File: config.mk
export PLATFORM = sky130hd
export DESIGN_NAME = tcp_option_parser
export DESIGN_NICKNAME = d
export VERILOG_FILES = /design/src/hw/rtl/tcpopt_pkg.sv /design/src/hw/rtl/tcp_option_parser.sv
export SDC_FILE = /design/constraint.sdc
export NUM_CORES = 1
export LEC_CHECK = 0
export BUFFER_PORTS_ARGS = -buffer_cell sky130_fd_sc_hd__buf_2
export CORE_MARGIN = 10
export CORE_UTILIZATION = 50
export DETAILED_ROUTE_END_ITERATION = 12
export PLACE_DENSITY = 0.69
export SLEW_MARGIN = 15
export SYNTH_ARGS = -nofsm -noshare
export SYNTH_HDL_FRONTEND = slang
export SYNTH_SLANG_ARGS = --single-unit
File: constraint.sdc
create_clock -name clk -period 7 [get_ports clk]
set_input_delay 1.4 -clock clk [delete_from_list [all_inputs] [get_ports clk]]
set_output_delay 1.4 -clock clk [all_outputs]
set_load 0.005 [all_outputs]
File: src/hw/rtl/tcpopt_pkg.sv
`default_nettype none

package tcpopt_pkg;

	// One word of the input channel: a byte of the option area.
	typedef struct packed {
		logic [7:0] option_byte;
		logic       last_byte;
	} tcpopt_in_t;

	// One word of the output channel: status and gathered option fields.
	typedef struct packed {
		logic        status;
		logic [15:0] max_segment_size;
		logic        sack_allowed;
		logic [31:0] stamp_value;
		logic [31:0] stamp_echo;
		logic [7:0]  window_shift;
	} tcpopt_out_t;

	// Option kind bytes as they appear on the wire.
	localparam logic [7:0] OPT_EOL   = 8'd0;
	localparam logic [7:0] OPT_NOP   = 8'd1;
	localparam logic [7:0] OPT_MSS   = 8'd2;
	localparam logic [7:0] OPT_WS    = 8'd3;
	localparam logic [7:0] OPT_SACK  = 8'd4;
	localparam logic [7:0] OPT_TS    = 8'd8;

	// Internal code of the option under way.
	localparam logic [2:0] KIND_IDLE = 3'd0;
	localparam logic [2:0] KIND_MSS  = 3'd1;
	localparam logic [2:0] KIND_SACK = 3'd2;
	localparam logic [2:0] KIND_TS   = 3'd3;
	localparam logic [2:0] KIND_WS   = 3'd4;

	// Fixed option lengths in bytes, kind and length bytes included.
	localparam logic [3:0] LEN_MSS   = 4'd4;
	localparam logic [3:0] LEN_SACK  = 4'd2;
	localparam logic [3:0] LEN_TS    = 4'd10;
	localparam logic [3:0] LEN_WS    = 4'd3;

	// Length that a given internal kind must carry.
	function automatic logic [3:0] opt_len(input logic [2:0] kind);
		logic [3:0] len;
		begin
			unique case (kind)
				KIND_MSS:  len = LEN_MSS;
				KIND_SACK: len = LEN_SACK;
				KIND_TS:   len = LEN_TS;
				KIND_WS:   len = LEN_WS;
				default:   len = 4'd0;
			endcase
			return len;
		end
	endfunction

endpackage

`default_nettype wire

File: src/hw/rtl/tcp_option_parser.sv
// TCP option area parser.
// The input channel (in_valid, in_ready, in_data) carries the option area one
// byte per word in wire order, with last_byte set on the final byte of an area.
// The output channel (out_valid, out_ready, out_data) carries one word per area:
// the status bit and the MSS, SACK-permitted, timestamp and window scale fields.
// A byte is taken into an input register, and from there the parser state is
// updated from it; the final byte of an area instead clears the parser state
// and loads the result register, which shows the result. Throughput is one
// byte per cycle, sustained across area boundaries while the receiver takes
// results; the rate is set by the parser state update from the input register.
// When the receiver stalls, the result waits in the output register; bytes that
// are not final keep flowing, and the next final byte waits in the input
// register, holding in_ready low, until the held result is taken.
// Reset clears the parser state, the gathered fields and both valid flags, so
// the first byte after reset is read as the kind byte of a fresh area.
`default_nettype none

module tcp_option_parser
	import tcpopt_pkg::*;
(
	input  wire logic        clk,
	input  wire logic        arst_n,
	input  wire logic        in_valid,
	output logic             in_ready,
	input  wire tcpopt_in_t  in_data,
	output logic             out_valid,
	input  wire logic        out_ready,
	output tcpopt_out_t      out_data
);

	// Input register.
	logic       valid_s1;
	tcpopt_in_t data_s1;
	logic       adv_s1;

	// Parser state.
	logic [3:0]  bio_q;
	logic [2:0]  kind_q;
	logic        stopped_q;
	logic        bad_q;
	logic [15:0] mss_q;
	logic        sack_q;
	logic [31:0] tsval_q;
	logic [31:0] tsecr_q;
	logic [7:0]  wscale_q;
	logic [63:0] pend_q;

	// Next-state values.
	logic [3:0]  bio_d;
	logic [2:0]  kind_d;
	logic        stopped_d;
	logic        bad_d;
	logic [15:0] mss_d;
	logic        sack_d;
	logic [31:0] tsval_d;
	logic [31:0] tsecr_d;
	logic [7:0]  wscale_d;
	logic [63:0] pend_d;
	logic        commit;
	logic [3:0]  bio_inc;
	tcpopt_out_t result;

	// A final byte may leave the input register only when the result slot frees.
	assign adv_s1   = valid_s1 && (!data_s1.last_byte || !out_valid || out_ready);
	assign in_ready = !valid_s1 || adv_s1;

	always_ff @(posedge clk or negedge arst_n) begin
		if (!arst_n) begin
			valid_s1 <= 1'b0;
		end else if (in_ready) begin
			valid_s1 <= in_valid;
		end
	end

	always_ff @(posedge clk) begin
		if (in_ready && in_valid) begin
			data_s1 <= in_data;
		end
	end

	// Update of the parser state by one byte.
	always_comb begin
		bio_d     = bio_q;
		kind_d    = kind_q;
		stopped_d = stopped_q;
		bad_d     = bad_q;
		mss_d     = mss_q;
		sack_d    = sack_q;
		tsval_d   = tsval_q;
		tsecr_d   = tsecr_q;
		wscale_d  = wscale_q;
		pend_d    = pend_q;
		commit    = 1'b0;
		bio_inc   = bio_q + 4'd1;

		if (!stopped_q && !bad_q) begin
			if (kind_q == KIND_IDLE) begin
				// Kind byte: open an option, or handle the one-byte kinds.
				unique case (data_s1.option_byte)
					OPT_EOL:  stopped_d = 1'b1;
					OPT_NOP:  ;
					OPT_MSS:  kind_d = KIND_MSS;
					OPT_WS:   kind_d = KIND_WS;
					OPT_SACK: kind_d = KIND_SACK;
					OPT_TS:   kind_d = KIND_TS;
					default:  bad_d = 1'b1;
				endcase
				if (kind_d != KIND_IDLE) begin
					bio_d  = 4'd1;
					pend_d = 64'd0;
				end
			end else if (bio_q == 4'd1) begin
				// Length byte must match the fixed length of the kind.
				if (data_s1.option_byte != {4'd0, opt_len(kind_q)}) begin
					bad_d = 1'b1;
				end else begin
					bio_d  = 4'd2;
					commit = (4'd2 >= opt_len(kind_q));
				end
			end else begin
				// Value byte: shift it into the pending value.
				pend_d = {pend_q[55:0], data_s1.option_byte};
				bio_d  = bio_inc;
				commit = (bio_inc >= opt_len(kind_q));
			end
		end

		// A complete option moves its value into the gathered fields.
		if (commit) begin
			unique case (kind_q)
				KIND_MSS:  mss_d = pend_d[15:0];
				KIND_SACK: sack_d = 1'b1;
				KIND_TS: begin
					tsval_d = pend_d[63:32];
					tsecr_d = pend_d[31:0];
				end
				KIND_WS:   wscale_d = pend_d[7:0];
				default:   ;
			endcase
			kind_d = KIND_IDLE;
			bio_d  = 4'd0;
			pend_d = 64'd0;
		end

		// An option still open at the end of the area is a truncation.
		if (data_s1.last_byte && !stopped_d && !bad_d && kind_d != KIND_IDLE) begin
			bad_d = 1'b1;
		end

		result.status           = bad_d;
		result.max_segment_size = mss_d;
		result.sack_allowed     = sack_d;
		result.stamp_value      = tsval_d;
		result.stamp_echo       = tsecr_d;
		result.window_shift     = wscale_d;
	end

	// Parser state registers; the final byte clears everything for the next area.
	always_ff @(posedge clk or negedge arst_n) begin
		if (!arst_n) begin
			bio_q     <= 4'd0;
			kind_q    <= KIND_IDLE;
			stopped_q <= 1'b0;
			bad_q     <= 1'b0;
			mss_q     <= 16'd0;
			sack_q    <= 1'b0;
			tsval_q   <= 32'd0;
			tsecr_q   <= 32'd0;
			wscale_q  <= 8'd0;
			pend_q    <= 64'd0;
		end else if (adv_s1) begin
			if (data_s1.last_byte) begin
				bio_q     <= 4'd0;
				kind_q    <= KIND_IDLE;
				stopped_q <= 1'b0;
				bad_q     <= 1'b0;
				mss_q     <= 16'd0;
				sack_q    <= 1'b0;
				tsval_q   <= 32'd0;
				tsecr_q   <= 32'd0;
				wscale_q  <= 8'd0;
				pend_q    <= 64'd0;
			end else begin
				bio_q     <= bio_d;
				kind_q    <= kind_d;
				stopped_q <= stopped_d;
				bad_q     <= bad_d;
				mss_q     <= mss_d;
				sack_q    <= sack_d;
				tsval_q   <= tsval_d;
				tsecr_q   <= tsecr_d;
				wscale_q  <= wscale_d;
				pend_q    <= pend_d;
			end
		end
	end

	// Result register.
	always_ff @(posedge clk or negedge arst_n) begin
		if (!arst_n) begin
			out_valid <= 1'b0;
		end else if (adv_s1 && data_s1.last_byte) begin
			out_valid <= 1'b1;
		end else if (out_ready) begin
			out_valid <= 1'b0;
		end
	end

	always_ff @(posedge clk) begin
		if (adv_s1 && data_s1.last_byte) begin
			out_data <= result;
		end
	end

endmodule

`default_nettype wire
-- After elaboration in Yosys (flattened, before gate mapping)
Cells that the tools add are included.
- input port bits: 13
- register bits after elaboration: 263
- logic and storage cells: 124
- order comparisons: 2
- reduce and logical (&&, ||, !) cells: 25
- eq/ne operators: 13
- multiplexer cells: 63
- add/sub/neg operators: 1
- operator list (kind ; count):
    $mux 64 ; 6
    $mux 32 ; 6
    $mux 4 ; 17
    $mux 16 ; 3
    $mux 8 ; 3
    $mux 1 ; 20
    $mux 3 ; 6
    $eq 8x2->1 const B ; 2
    $pmux 4 s4 ; 1
    $pmux 3 s4 ; 1
    $reduce_bool 3->1 ; 3
    $eq 8x1->1 const B ; 1
    $eq 8x3->1 const B ; 1
    $eq 8x4->1 const B ; 1
    $logic_not 8->1 ; 1
    $ne 8x4->1 ; 1
    $logic_and 1x1->1 ; 7
    $logic_not 1->1 ; 7
    $eq 3x2->1 const B ; 2
    $reduce_or 6->1 ; 1
    $ne 5x5->1 const B ; 1
    $add 4x1->4 const B ; 1
    $eq 4x1->1 const B ; 1
    $ge 2x4->1 const A ; 1
    other kinds (8) ; 10

-- Depth between registers and ports, before layout
Gate-level depths: netlist of run 1.
- depth after elaboration: 20
- depth in mapped cells: 14
- mapped depth without buffers: 10

-- Worst setup path before layout of run 1
Ideal clock, no wire load.
- path kind: input to register
- start point: in out_ready
- end point: reg out_data[0] (netlist name) (enable)
- data required time: 6.557 ns
- arrival time: 3.766 ns
- cell stages on the path: 5
- slack: 2.791 ns
- setup time: 0.443 ns
- cells stage by stage: nand3b_1 > and2_1 > clkbuf_1 > nand2_1 > inv_1
- word-level cells in the longest chain between the ends: 3
- RTL lines (element ; RTL line ; RTL):
    from (decl) ; tcp_option_parser.sv:27 ; input wire logic out_ready,
    $logic_or 1x1->1 ; tcp_option_parser.sv:64 ; assign adv_s1 = valid_s1 && (!data_s1.last_byte || !out_valid || out_ready);
    $logic_and 1x1->1 ; tcp_option_parser.sv:64 ;
    $logic_and 1x1->1 ; tcp_option_parser.sv:210 ; if (adv_s1 && data_s1.last_byte) begin
    to (signal assigned) ; tcp_option_parser.sv:211 ; out_data <= result;
    to (decl) ; tcp_option_parser.sv:28 ; output tcpopt_out_t out_data
No other way between the ends.
A chain may end at the register's enable or synchronous reset.

-- Worst setup path after layout of run 1
- start point: reg kind_q[1]
- end point: reg out_data[38] (netlist name), data pin
- word-level cells in the longest chain between the ends: 12
- elaborated cells on any way between the ends: 32
- those cells by class: 2 x order compare; 5 x eq/ne; 23 x mux; 2 x reduce/logical
- RTL lines (element ; RTL line ; RTL):
    from (decl) ; tcp_option_parser.sv:38 ; logic [2:0] kind_q;
    from (signal assigned) ; tcp_option_parser.sv:185 ; kind_q <= kind_d;
    $eq 3x3->1, or another cell as far along ; tcpopt_pkg.sv:46 ; unique case (kind)
    $pmux 4 s4 ; tcpopt_pkg.sv:46 ;
    $mux 4 ; tcp_option_parser.sv:114 ; if (data_s1.option_byte != {4'd0, opt_len(kind_q)}) begin
    $mux 4 ; tcp_option_parser.sv:112 ; end else if (bio_q == 4'd1) begin
    $mux 4 ; tcp_option_parser.sv:97 ; if (kind_q == KIND_IDLE) begin
    $mux 4 ; tcp_option_parser.sv:96 ; if (!stopped_q && !bad_q) begin
    $ge 2x4->1 ; tcp_option_parser.sv:118 ; commit = (4'd2 >= opt_len(kind_q));
    $mux 1 ; tcp_option_parser.sv:114 ;
    $mux 1 ; tcp_option_parser.sv:112 ;
    $mux 1 ; tcp_option_parser.sv:97 ;
    $mux 1 ; tcp_option_parser.sv:96 ;
    $mux 32 (*) ; tcp_option_parser.sv:129 ; if (commit) begin
    net tsecr_d[30] ; tcp_option_parser.sv:56 ; logic [31:0] tsecr_d;
Mark *: on every way through the listed nets, which the timed path passes. The rest lies on a longest branch. The select of a mux whose other input is x is not followed.

==> results_dict.tcl, run 1 <==
set metrics [dict create \
    postCtsHoldBufs 0 \
    multi_input_area_um2 3430 \
    drt_iter0_drc 819 \
    vias_per_cell 5.93 \
    n_antenna_cell 0 \
    track_usage_pct 17.7 \
    yosysSeqAreaShare_pct 64.1 \
    setup_tns_ns 0 \
    worstMarginPinSlew_ns 1.12 \
    root_buffer "clkbuf_16" \
    die_area_um2 27700 \
    synth_cells 867 \
    worstHoldEndpoint "sack_q" \
    nets 963 \
    post_cts_buffers 0 \
    synthDistinctLibCells 59 \
    num-fill-cells 1739 \
    irDropWorstVdd_mv 0.174 \
    post_synth.cell_area_avg_um2 12.4 \
    ys_ff_latch 255 \
    synth_top_area_share_pct 36.4 \
    grt_pass1_wl_um 41100 \
    use_met2_pct 26.9 \
    synth_edf_count 99 \
    rows 53 \
    drive_gt1_share_pct 18.9 \
    synth_nets 886 \
    path_cells "nor2_1 > nand2_1 > inv_1 > a21oi_1 > ha_1 > a2111oi_2 > or3_1 > nor2_4 > buf_4 > a21oi_1" \
    holdCritStartpoint "sack_q" \
    status "complete, no violations" \
    syn-cell-area_um2 10700 \
    path_class "reg -> reg" \
    slowest_stage "buf_4" \
    clock_latency_ns 0.54 \
    fmax_ghz 0.237 \
    cts_sinks 255 \
    rr_endpoint "out_data[38]" \
    synth_flop_cell "dfrtp_1" \
    die_height_um 167 \
    synthTopCellsByArea "dfrtp_1 (36%), edfxtp_1 (28%), a22o_1 (12%), a21oi_1 (4.5%), nor2_1 (3.5%)" \
    hold_slack_ns 0.474 \
    first_pass_iters 5 \
    period_minus_slack_ns 4.21 \
    cpPeakStageDelay_ns 0.87 \
    antenna_found_initial 0 \
    hold_violations 0 \
    max_cap_violations 0 \
    yosysTopAreaCell "dfrtp_1" \
    synthArstFlopShare_pct 61.2 \
    cp-end-kind "flop" \
    drv_slew 0 \
    finalCritPeriodShare_pct 60.2 \
    power_density_nw_per_um2 257 \
    num_vias 7350 \
    rsz0062_at_grt "false" \
    met3_usage_pct 3.46 \
    drc 0 \
    regToRegSetupSlack_ns 2.79 \
    ys_warn_count 0 \
    synthMostInstantiatedCell "dfrtp_1" \
    clkTransAtPathRegs_ns 0.07 \
    syn_to_final_growth_pct 13.2 \
    reg2reg_depth 10 \
    crit_fanout 100 \
    cts-resized-gates 0 \
    power.leakage_nw 5.18 \
    drt-wirelength-per-cell_um 20.5 \
    hold_path.class "reg -> reg" \
    numPortBuffers 104 \
    max_slew_margin_pct 25.3 \
    drt-total-wl_um 25500 \
    regArea_um2 6880 \
    startpoint_type "flop" \
    ys_top_cells_by_count "dfrtp_1 (156), a22o_1 (149), edfxtp_1 (99), nor2_1 (99), a21oi_1 (97)" \
    crit_family "simple AND/OR/NAND/NOR gates" \
    worstPathRequired_ns 7.23 \
    route.antenna.remaining_nets 0 \
    holdPathStages 2 \
    core_area_um2 21100 \
    grt.busiest_layer "met2" \
    io_pins 105 \
    grt_pass1_vias 7311 \
    gr-usage-met1_pct 25.4 \
    crit_top_cell "a21oi_1" \
    grt_overflow 0 \
    r2r_start "kind_q[1]" \
    start_util_pct 50.9 \
    cp_num_buf_inv 2 \
    cp.arrival_ns 4.45 \
    cts_max_level 1 \
    cts_buffers 27 \
    place.detailed.hpwl_um 15200 \
    skew_ns 0.0147 \
    cts_tree "built" \
    clk_path_buf_depth 3 \
    die_width_um 167 \
    grt_max_degree 101 \
    place_congestion 0.875 \
    setup_viol 0 \
]
-- registers in the layout, summed over array words and instances (netlist names), 3 cells and up --
signal    cells
bio_q         4
pend_q       56
wscale_q      8
tsval_q      32
data_s1       9
out_data     90
tsecr_q      32
mss_q        16
kind_q        3
-- per-stage QoR --
stage | util [%] | cell area [um^2] | cells | setup slack (ns) | power (mW)
after floorplan | - | 10700 | 867 | 2.79 | 1.72
after global placement | 53.5 | 11300 | 1190 | 3.03 | 1.78
after detailed placement | 53.5 | 11300 | 1190 | 2.90 | 1.78
after CTS | 57.6 | 12100 | 1240 | 2.86 | 3.15
after global routing | 57.6 | 12200 | 1240 | 2.52 | 3.23
final | 57.6 | 12200 | 1240 | 2.79 | 3.12
-- report_power, final --
group	internal (mW)	switching, mW
clock network	0.792	0.577
registers	1.59	0.0220
logic	0.0426	0.102
total	2.42	0.701
-- metal layers --
| layer | up-vias | share of wire, % |
|---|---|---|
| met2 | 280 | 46 |
| met1 | 3630 | 46 |
| li1 | 3397 | - |
| met5 | - | 0 |
| met4 | 0 | 2.2 |
| met3 | 43 | 6.6 |
-- placed cells by master, fill, tap and decap left out, types with 3 or more instances in the layout --
master,synthesis,layout
clkbuf_8,0,3
nand2b_1,7,7
o21ai_1,7,7
clkbuf_1,19,6
or3_1,3,3
nand2_1,68,68
ha_1,6,6
xnor2_1,3,3
clkbuf_16,0,29
a21oi_1,97,97
dfrtp_1,156,156
nor3_1,4,4
nor2_2,4,3
inv_1,8,7
buf_2,25,103
mux2_2,3,3
o21a_1,3,3
nand3_1,5,5
a211oi_1,3,3
clkinv_2,0,9
nor4_1,3,3
o21ai_0,12,12
buf_4,2,10
edfxtp_1,99,99
nor2_1,99,99
nor3b_1,4,4
a22o_1,149,149
a22oi_1,15,15
nor3_4,1,4
-- worst max path at each step --
stage               from      endpoint  slack [ns]  cells after the start
2_1_floorplan  out_ready   out_data[0]        2.79                      5
3_3_place_gp   kind_q[1]  out_data[29]        3.03                     10
3_5_place_dp   kind_q[1]  out_data[38]        2.90                     10
4_1_cts        kind_q[1]  out_data[38]        2.86                     10
5_1_grt        kind_q[1]  out_data[36]        2.52                     10
6_report       kind_q[1]  out_data[38]        2.79                     10
-- cell type report --
cell class                      count  share of cell area [%]
Inverter                            8                   0.257
Multi-Input combinational cell    538                    28.2
Clock inverter                     12                   0.659
Tap cell                          275                    2.83
Timing Repair Buffer              114                    4.95
Sequential cell                   255                    56.6
Clock buffer                       38                    6.50
-- tightest hold or removal path, stage by stage (launching register included) --
cell and delay (ns):
dfrtp_1 0.33, nand2_1 0.04, o21ai_0 0.06
-- cells by family (layout without fill, tap and decap cells) --
| logic type | count (synthesis) | count (layout) | share of synthesized area [%] |
|---|---|---|---|
| compound gates | 304 | 304 | 20.5 |
| fa+ha+maj | 6 | 6 | 0.699 |
| simple gates | 220 | 220 | 9.71 |
| flops | 255 | 255 | 64.1 |
| buf+inv | 74 | 172 | 4.28 |
| mux | 3 | 3 | 0.315 |
| xor+xnor | 5 | 5 | 0.408 |
Note: power is estimated with default switching activity, not from simulation.
==> run 2: changes to the inputs <==
- clock period: 7 -> 3.9 ns (I/O delays scaled with it)
==> run 2 against run 1 <==
  * Sequential power up 79%
  * Hold slack worse by 0.22 ns
  * Critical path depth unchanged
  * Clock power up 84%
  * Die area unchanged
  * Power up 82%
  * Clock skew about the same
  * Cell count up 0.89%
  * Count of clock-buffer cells in the layout unchanged
  * Fmax up 23%
  * Register-to-register slack worse by 2.3 ns
  * Critical path type unchanged
  * Largest power group unchanged
  * Highest routed layer unchanged
==> results_dict.tcl, run 2 (synthesis gave the netlist of run 1 again) <==
set metrics [dict create \
    status "complete, no violations" \
    postCtsHoldBufs 0 \
    drive_gt1_share_pct 19.3 \
    drt-wirelength-per-cell_um 20.2 \
    place.detailed.hpwl_um 15800 \
    cts_buffers 27 \
    num_vias 7380 \
    post-place-ws_ns 0.522 \
    worstPathRequired_ns 4.36 \
    skew_ns 0.0148 \
    setup_ws_ns 0.480 \
    vias_per_cell 5.90 \
    clkTransAtPathRegs_ns 0.06 \
    fmax_ghz 0.292 \
    path_class "reg -> reg" \
    syn_to_final_growth_pct 14.5 \
    antenna_found_initial 0 \
    die_area_um2 27700 \
    rr_endpoint "tsecr_q[0]" \
    grt_pass1_vias 7295 \
    n_antenna_cell 0 \
    finalCritPeriodShare_pct 87.7 \
    grt_pass1_wl_um 40800 \
    cp-end-kind "flop" \
    cp.arrival_ns 3.88 \
    crit_fanout 44 \
    finalPower_mw 5.67 \
    max_flop_register "out_data" \
    instances_no_fill 1251 \
    start_util_pct 50.9 \
    clk_path_buf_depth 3 \
    route.antenna.remaining_nets 0 \
    place_congestion 0.866 \
    root_buffer "clkbuf_16" \
    nets 974 \
    reg2reg_depth 10 \
    io_pins 105 \
    startpoint_type "flop" \
    max_slew_margin_pct 31.5 \
    final_cell_mix "dfrtp_1 (156), a22o_1 (149), buf_2 (103)" \
    power.leakage_nw 5.24 \
    placed_cells 1201 \
    grt_overflow 0 \
    r2r_start "kind_q[1]" \
    track_usage_pct 17.5 \
    grt_max_degree 83 \
    hold_path.class "in -> async" \
    power_density_nw_per_um2 461 \
    drv_slew 0 \
    final_common_cell "dfrtp_1" \
    numPortBuffers 104 \
    core_area_um2 21100 \
    setup_tns_ns 0 \
    die_height_um 167 \
    worstMarginPinSlew_ns 1.02 \
    rows 53 \
    max_cap_violations 0 \
    reg_top3 "out_data x90, pend_q x56" \
    hold_violations 0 \
    num-fill-cells 1728 \
    cts_max_level 1 \
    clock_latency_ns 0.53 \
    cts-resized-gates 0 \
    first_pass_iters 6 \
    drc 0 \
    setup_viol 0 \
    irDropWorstVdd_mv 0.280 \
    die_width_um 167 \
    regToRegSetupSlack_ns 0.48 \
    largest_register_ffs 90 \
    cts_sinks 255 \
    drt-total-wl_um 25200 \
    drt_iter0_drc 681 \
    cts_tree "built" \
    period_minus_slack_ns 3.42 \
    post_cts_buffers 0 \
    rsz0062_at_grt "false" \
]
[run 2: changes by cell type in the layout (fill, tap and decap cells not counted)]
cell	previous run	this run
bufinv_16	0	3
clkbuf_1	6	9
clkinv_2	9	6
nor3_4	4	3
buf_4	10	16
clkbuf_16	29	27
clkinvlp_4	1	0
buf_12	0	5
inv_16	1	0
nor3_2	1	2
clkbuf_8	3	2
clkinv_1	1	3
[run 2: worst max-delay path, cell delays in order (launching register included)]
cell	delay, ns
dfrtp_1	0.51
nor2_1	0.28
nand2_1	0.18
inv_1	0.15
a21oi_1	0.07
ha_1	0.31
a2111oi_2	0.08
or3_1	0.38
nor3_4	0.85
buf_12	0.32
a22o_1	0.19
[run 2: metal layers]
layer / track usage [%] / vias up / part of all wire, %
met5: 0 / - / 0
met4: 4.28 / 0 / 1.6
met3: 3.39 / 33 / 6.2
met2: 27.3 / 271 / 46
met1: 24.8 / 3665 / 46
li1: - / 3411 / -
[run 2: report_power, final]
group          total [mW]  leakage [nW]  switching (mW)  internal [mW]
Combinational       0.269          1.68           0.183         0.0859
Sequential           2.88          3.13          0.0379           2.84
Clock                2.52         0.429            1.00           1.51
Total                5.67          5.24            1.22           4.44
[run 2: area by class of cell]
type	instances	area, um^2	area share (%)
clock inverters	12	135	1.10
multi-input cells	538	3420	27.9
flip-flops and latches	255	6880	55.9
clock buffers	38	737	5.99
repair buffers	125	747	6.08
inverters	8	31.3	0.254
well taps	275	344	2.80
[run 2: how the worst max path moves through the flow]
| stage | from | to |
|---|---|---|
| global placement | kind_q[1] | tsval_q[14] |
| global route | kind_q[1] | pend_q[52] |
| floorplan | out_ready | out_data[0] |
| CTS | kind_q[1] | tsecr_q[0] |
| detailed placement | kind_q[1] | tsval_q[14] |
| finish | kind_q[1] | tsecr_q[0] |
[run 2: through the flow]
step | hold WS, ns | util (%) | area, um^2
after floorplan | 0.441 | - | 10700
after global placement | 0.456 | 54.2 | 11400
after detailed placement | 0.463 | 54.2 | 11400
after CTS | 0.287 | 58.3 | 12300
after global routing | 0.308 | 58.3 | 12300
final | 0.252 | 58.3 | 12300
==> run 3: changes to the inputs <==
- CTS_BUF_LIST: not set -> sky130_fd_sc_hd__clkbuf_8 sky130_fd_sc_hd__clkbuf_16
- clock period: 3.9 -> 4.05 ns (I/O delays scaled with it)
==> run 3 against run 2 <==
  * Fmax is 7.7% lower
  * Setup slack worse by 0.14 ns
  * Count of clock-buffer cells in the layout is 8 lower
  * Routed wire length is 2.8% higher
  * Cell area is 0.34% lower
  * Sequential power is 3% lower
  * Critical path depth is 1 higher
  * Sequential share of layout area is 0.19 points higher
  * Hold slack better by 0.15 ns
  * Highest routed layer unchanged
  * Non-clock buffer count is 2 lower
==> results_dict.tcl, run 3 (synthesis gave the netlist of run 1 again) <==
set metrics [dict create \
    status "complete, no violations" \
    io_pins 105 \
    fmax_ghz 0.270 \
    worstPathRequired_ns 4.50 \
    clock_power_share_pct 43.7 \
    period_minus_slack_ns 3.71 \
    switching_power_mw 1.18 \
    clk_path_buf_depth 3 \
    drt-total-wl_um 25900 \
    grt_pass1_wl_um 42000 \
    max_flop_register "out_data" \
    cts_buffers 27 \
    p_int_mw 4.21 \
    regArea_um2 6880 \
    die_width_um 167 \
    cp.arrival_ns 4.16 \
    seqPwrFrac_pct 51.5 \
    cpPeakStageDelay_ns 0.52 \
    hold_violations 0 \
    skew_ns 0.0120 \
    reg_top3 "out_data x90, pend_q x56" \
    drt_iter0_drc 798 \
    cts-resized-gates 0 \
    setup_viol 0 \
    nets 972 \
    die_area_um2 27700 \
    cp_num_buf_inv 2 \
    place.detailed.hpwl_um 15800 \
    postCtsHoldBufs 0 \
    post_cts_buffers 0 \
    multi_input_area_um2 3420 \
    slowest_stage "dfrtp_1" \
    num_vias 7458 \
    worstMarginPinSlew_ns 0.936 \
    final_cell_mix "dfrtp_1 (156), a22o_1 (149), buf_2 (103)" \
    setup_tns_ns 0 \
    start_util_pct 50.9 \
    largest_register_ffs 90 \
    power_density_nw_per_um2 440 \
    syn_to_final_growth_pct 14.1 \
    path_cells "nor2_1 > nand2_1 > inv_1 > ha_1 > nand2b_1 > a2111oi_2 > or3_1 > nor2_4 > o21ai_4 > buf_12 > a22o_1" \
    final_common_cell "dfrtp_1" \
    crit_fanout 41 \
    irDropWorstVdd_mv 0.268 \
    rows 53 \
    num-fill-cells 1762 \
    crit_family "simple AND/OR/NAND/NOR gates" \
    drc 0 \
    path_class "reg -> reg" \
    vias_per_cell 5.98 \
    max_slew_margin_pct 37.4 \
    first_pass_iters 5 \
    drive_gt1_share_pct 19.4 \
    hold_path.class "in -> async" \
    cts_max_level 1 \
    finalPower_mw 5.39 \
    cts_sinks 255 \
    finalCritPeriodShare_pct 91.5 \
    cp-end-kind "flop" \
    grt_max_degree 105 \
    core_area_um2 21100 \
    grt_pass1_vias 7353 \
    clkTransAtPathRegs_ns 0.06 \
    route.antenna.remaining_nets 0 \
    numPortBuffers 104 \
    combPwrFrac_pct 4.8 \
    n_antenna_cell 0 \
    power.leakage_nw 5.24 \
    antenna_found_initial 0 \
    root_buffer "clkbuf_16" \
    startpoint_type "flop" \
    max_cap_violations 0 \
    cts_tree "built" \
    drv_slew 0 \
    drt-wirelength-per-cell_um 20.8 \
    clock_latency_ns 0.52 \
    die_height_um 167 \
    grt_overflow 0 \
    sw_frac_of_total_pct 21.9 \
    rsz0062_at_grt "false" \
    place_congestion 0.842 \
    track_usage_pct 18.0 \
]
## run 3: cell type report
class | count | share of cell area [%]
Clock buffer | 30 | 5.85
Clock inverter | 19 | 1.15
Inverter | 8 | 0.255
Sequential cell | 255 | 56.1
Multi-Input combinational cell | 538 | 27.9
Tap cell | 275 | 2.81
Timing Repair Buffer | 123 | 5.87
## run 3: power groups by stage
| stage | sequential, mW | clock [mW] | combinational [mW] |
|---|---|---|---|
| 2_1_floorplan | 2.82 | 0 | 0.147 |
| 3_3_place_gp | 2.82 | 0 | 0.266 |
| 3_5_place_dp | 2.83 | 0 | 0.266 |
| 4_1_cts | 2.78 | 2.41 | 0.268 |
| 5_1_grt | 2.78 | 2.51 | 0.291 |
| 6_report | 2.78 | 2.36 | 0.261 |
## run 3: metrics by stage
step                      setup WS, ns  std cells  util, %  hold slack, ns  cell area [um^2]
after floorplan                  0.431        867        -           0.441             10700
after global placement           0.516       1199     54.0           0.457             11400
after detailed placement         0.446       1199     54.0           0.470             11400
after CTS                        0.428       1248     58.1           0.446             12300
after global routing            0.0935       1248     58.1           0.451             12300
final                            0.344       1248     58.1           0.399             12300
## run 3: routing by layer
layer,track usage [%],wire (um),part of all wire [%],up-vias
li1,-,-,-,3395
met1,26.0,11700,45,3743
met2,27.9,12100,47,292
met3,3.46,1800,6.9,28
met4,3.51,301,1.2,0
met5,0,0,0,-
## run 3: path summary, 6_finish.rpt
kind	startpoint	end	slack, ns	cells after the start
hold / removal	arst_n	tsval_q[14]	0.40	1
min in group clk	in_data[5]	data_s1[5]	0.46	1
hold reg to reg	sack_q	sack_q	0.48	2
max in group asynchronous	arst_n	tsval_q[1]	2.77	2
setup reg to reg	kind_q[1]	tsval_q[24]	0.34	11
setup / recovery	kind_q[1]	tsval_q[24]	0.34	11
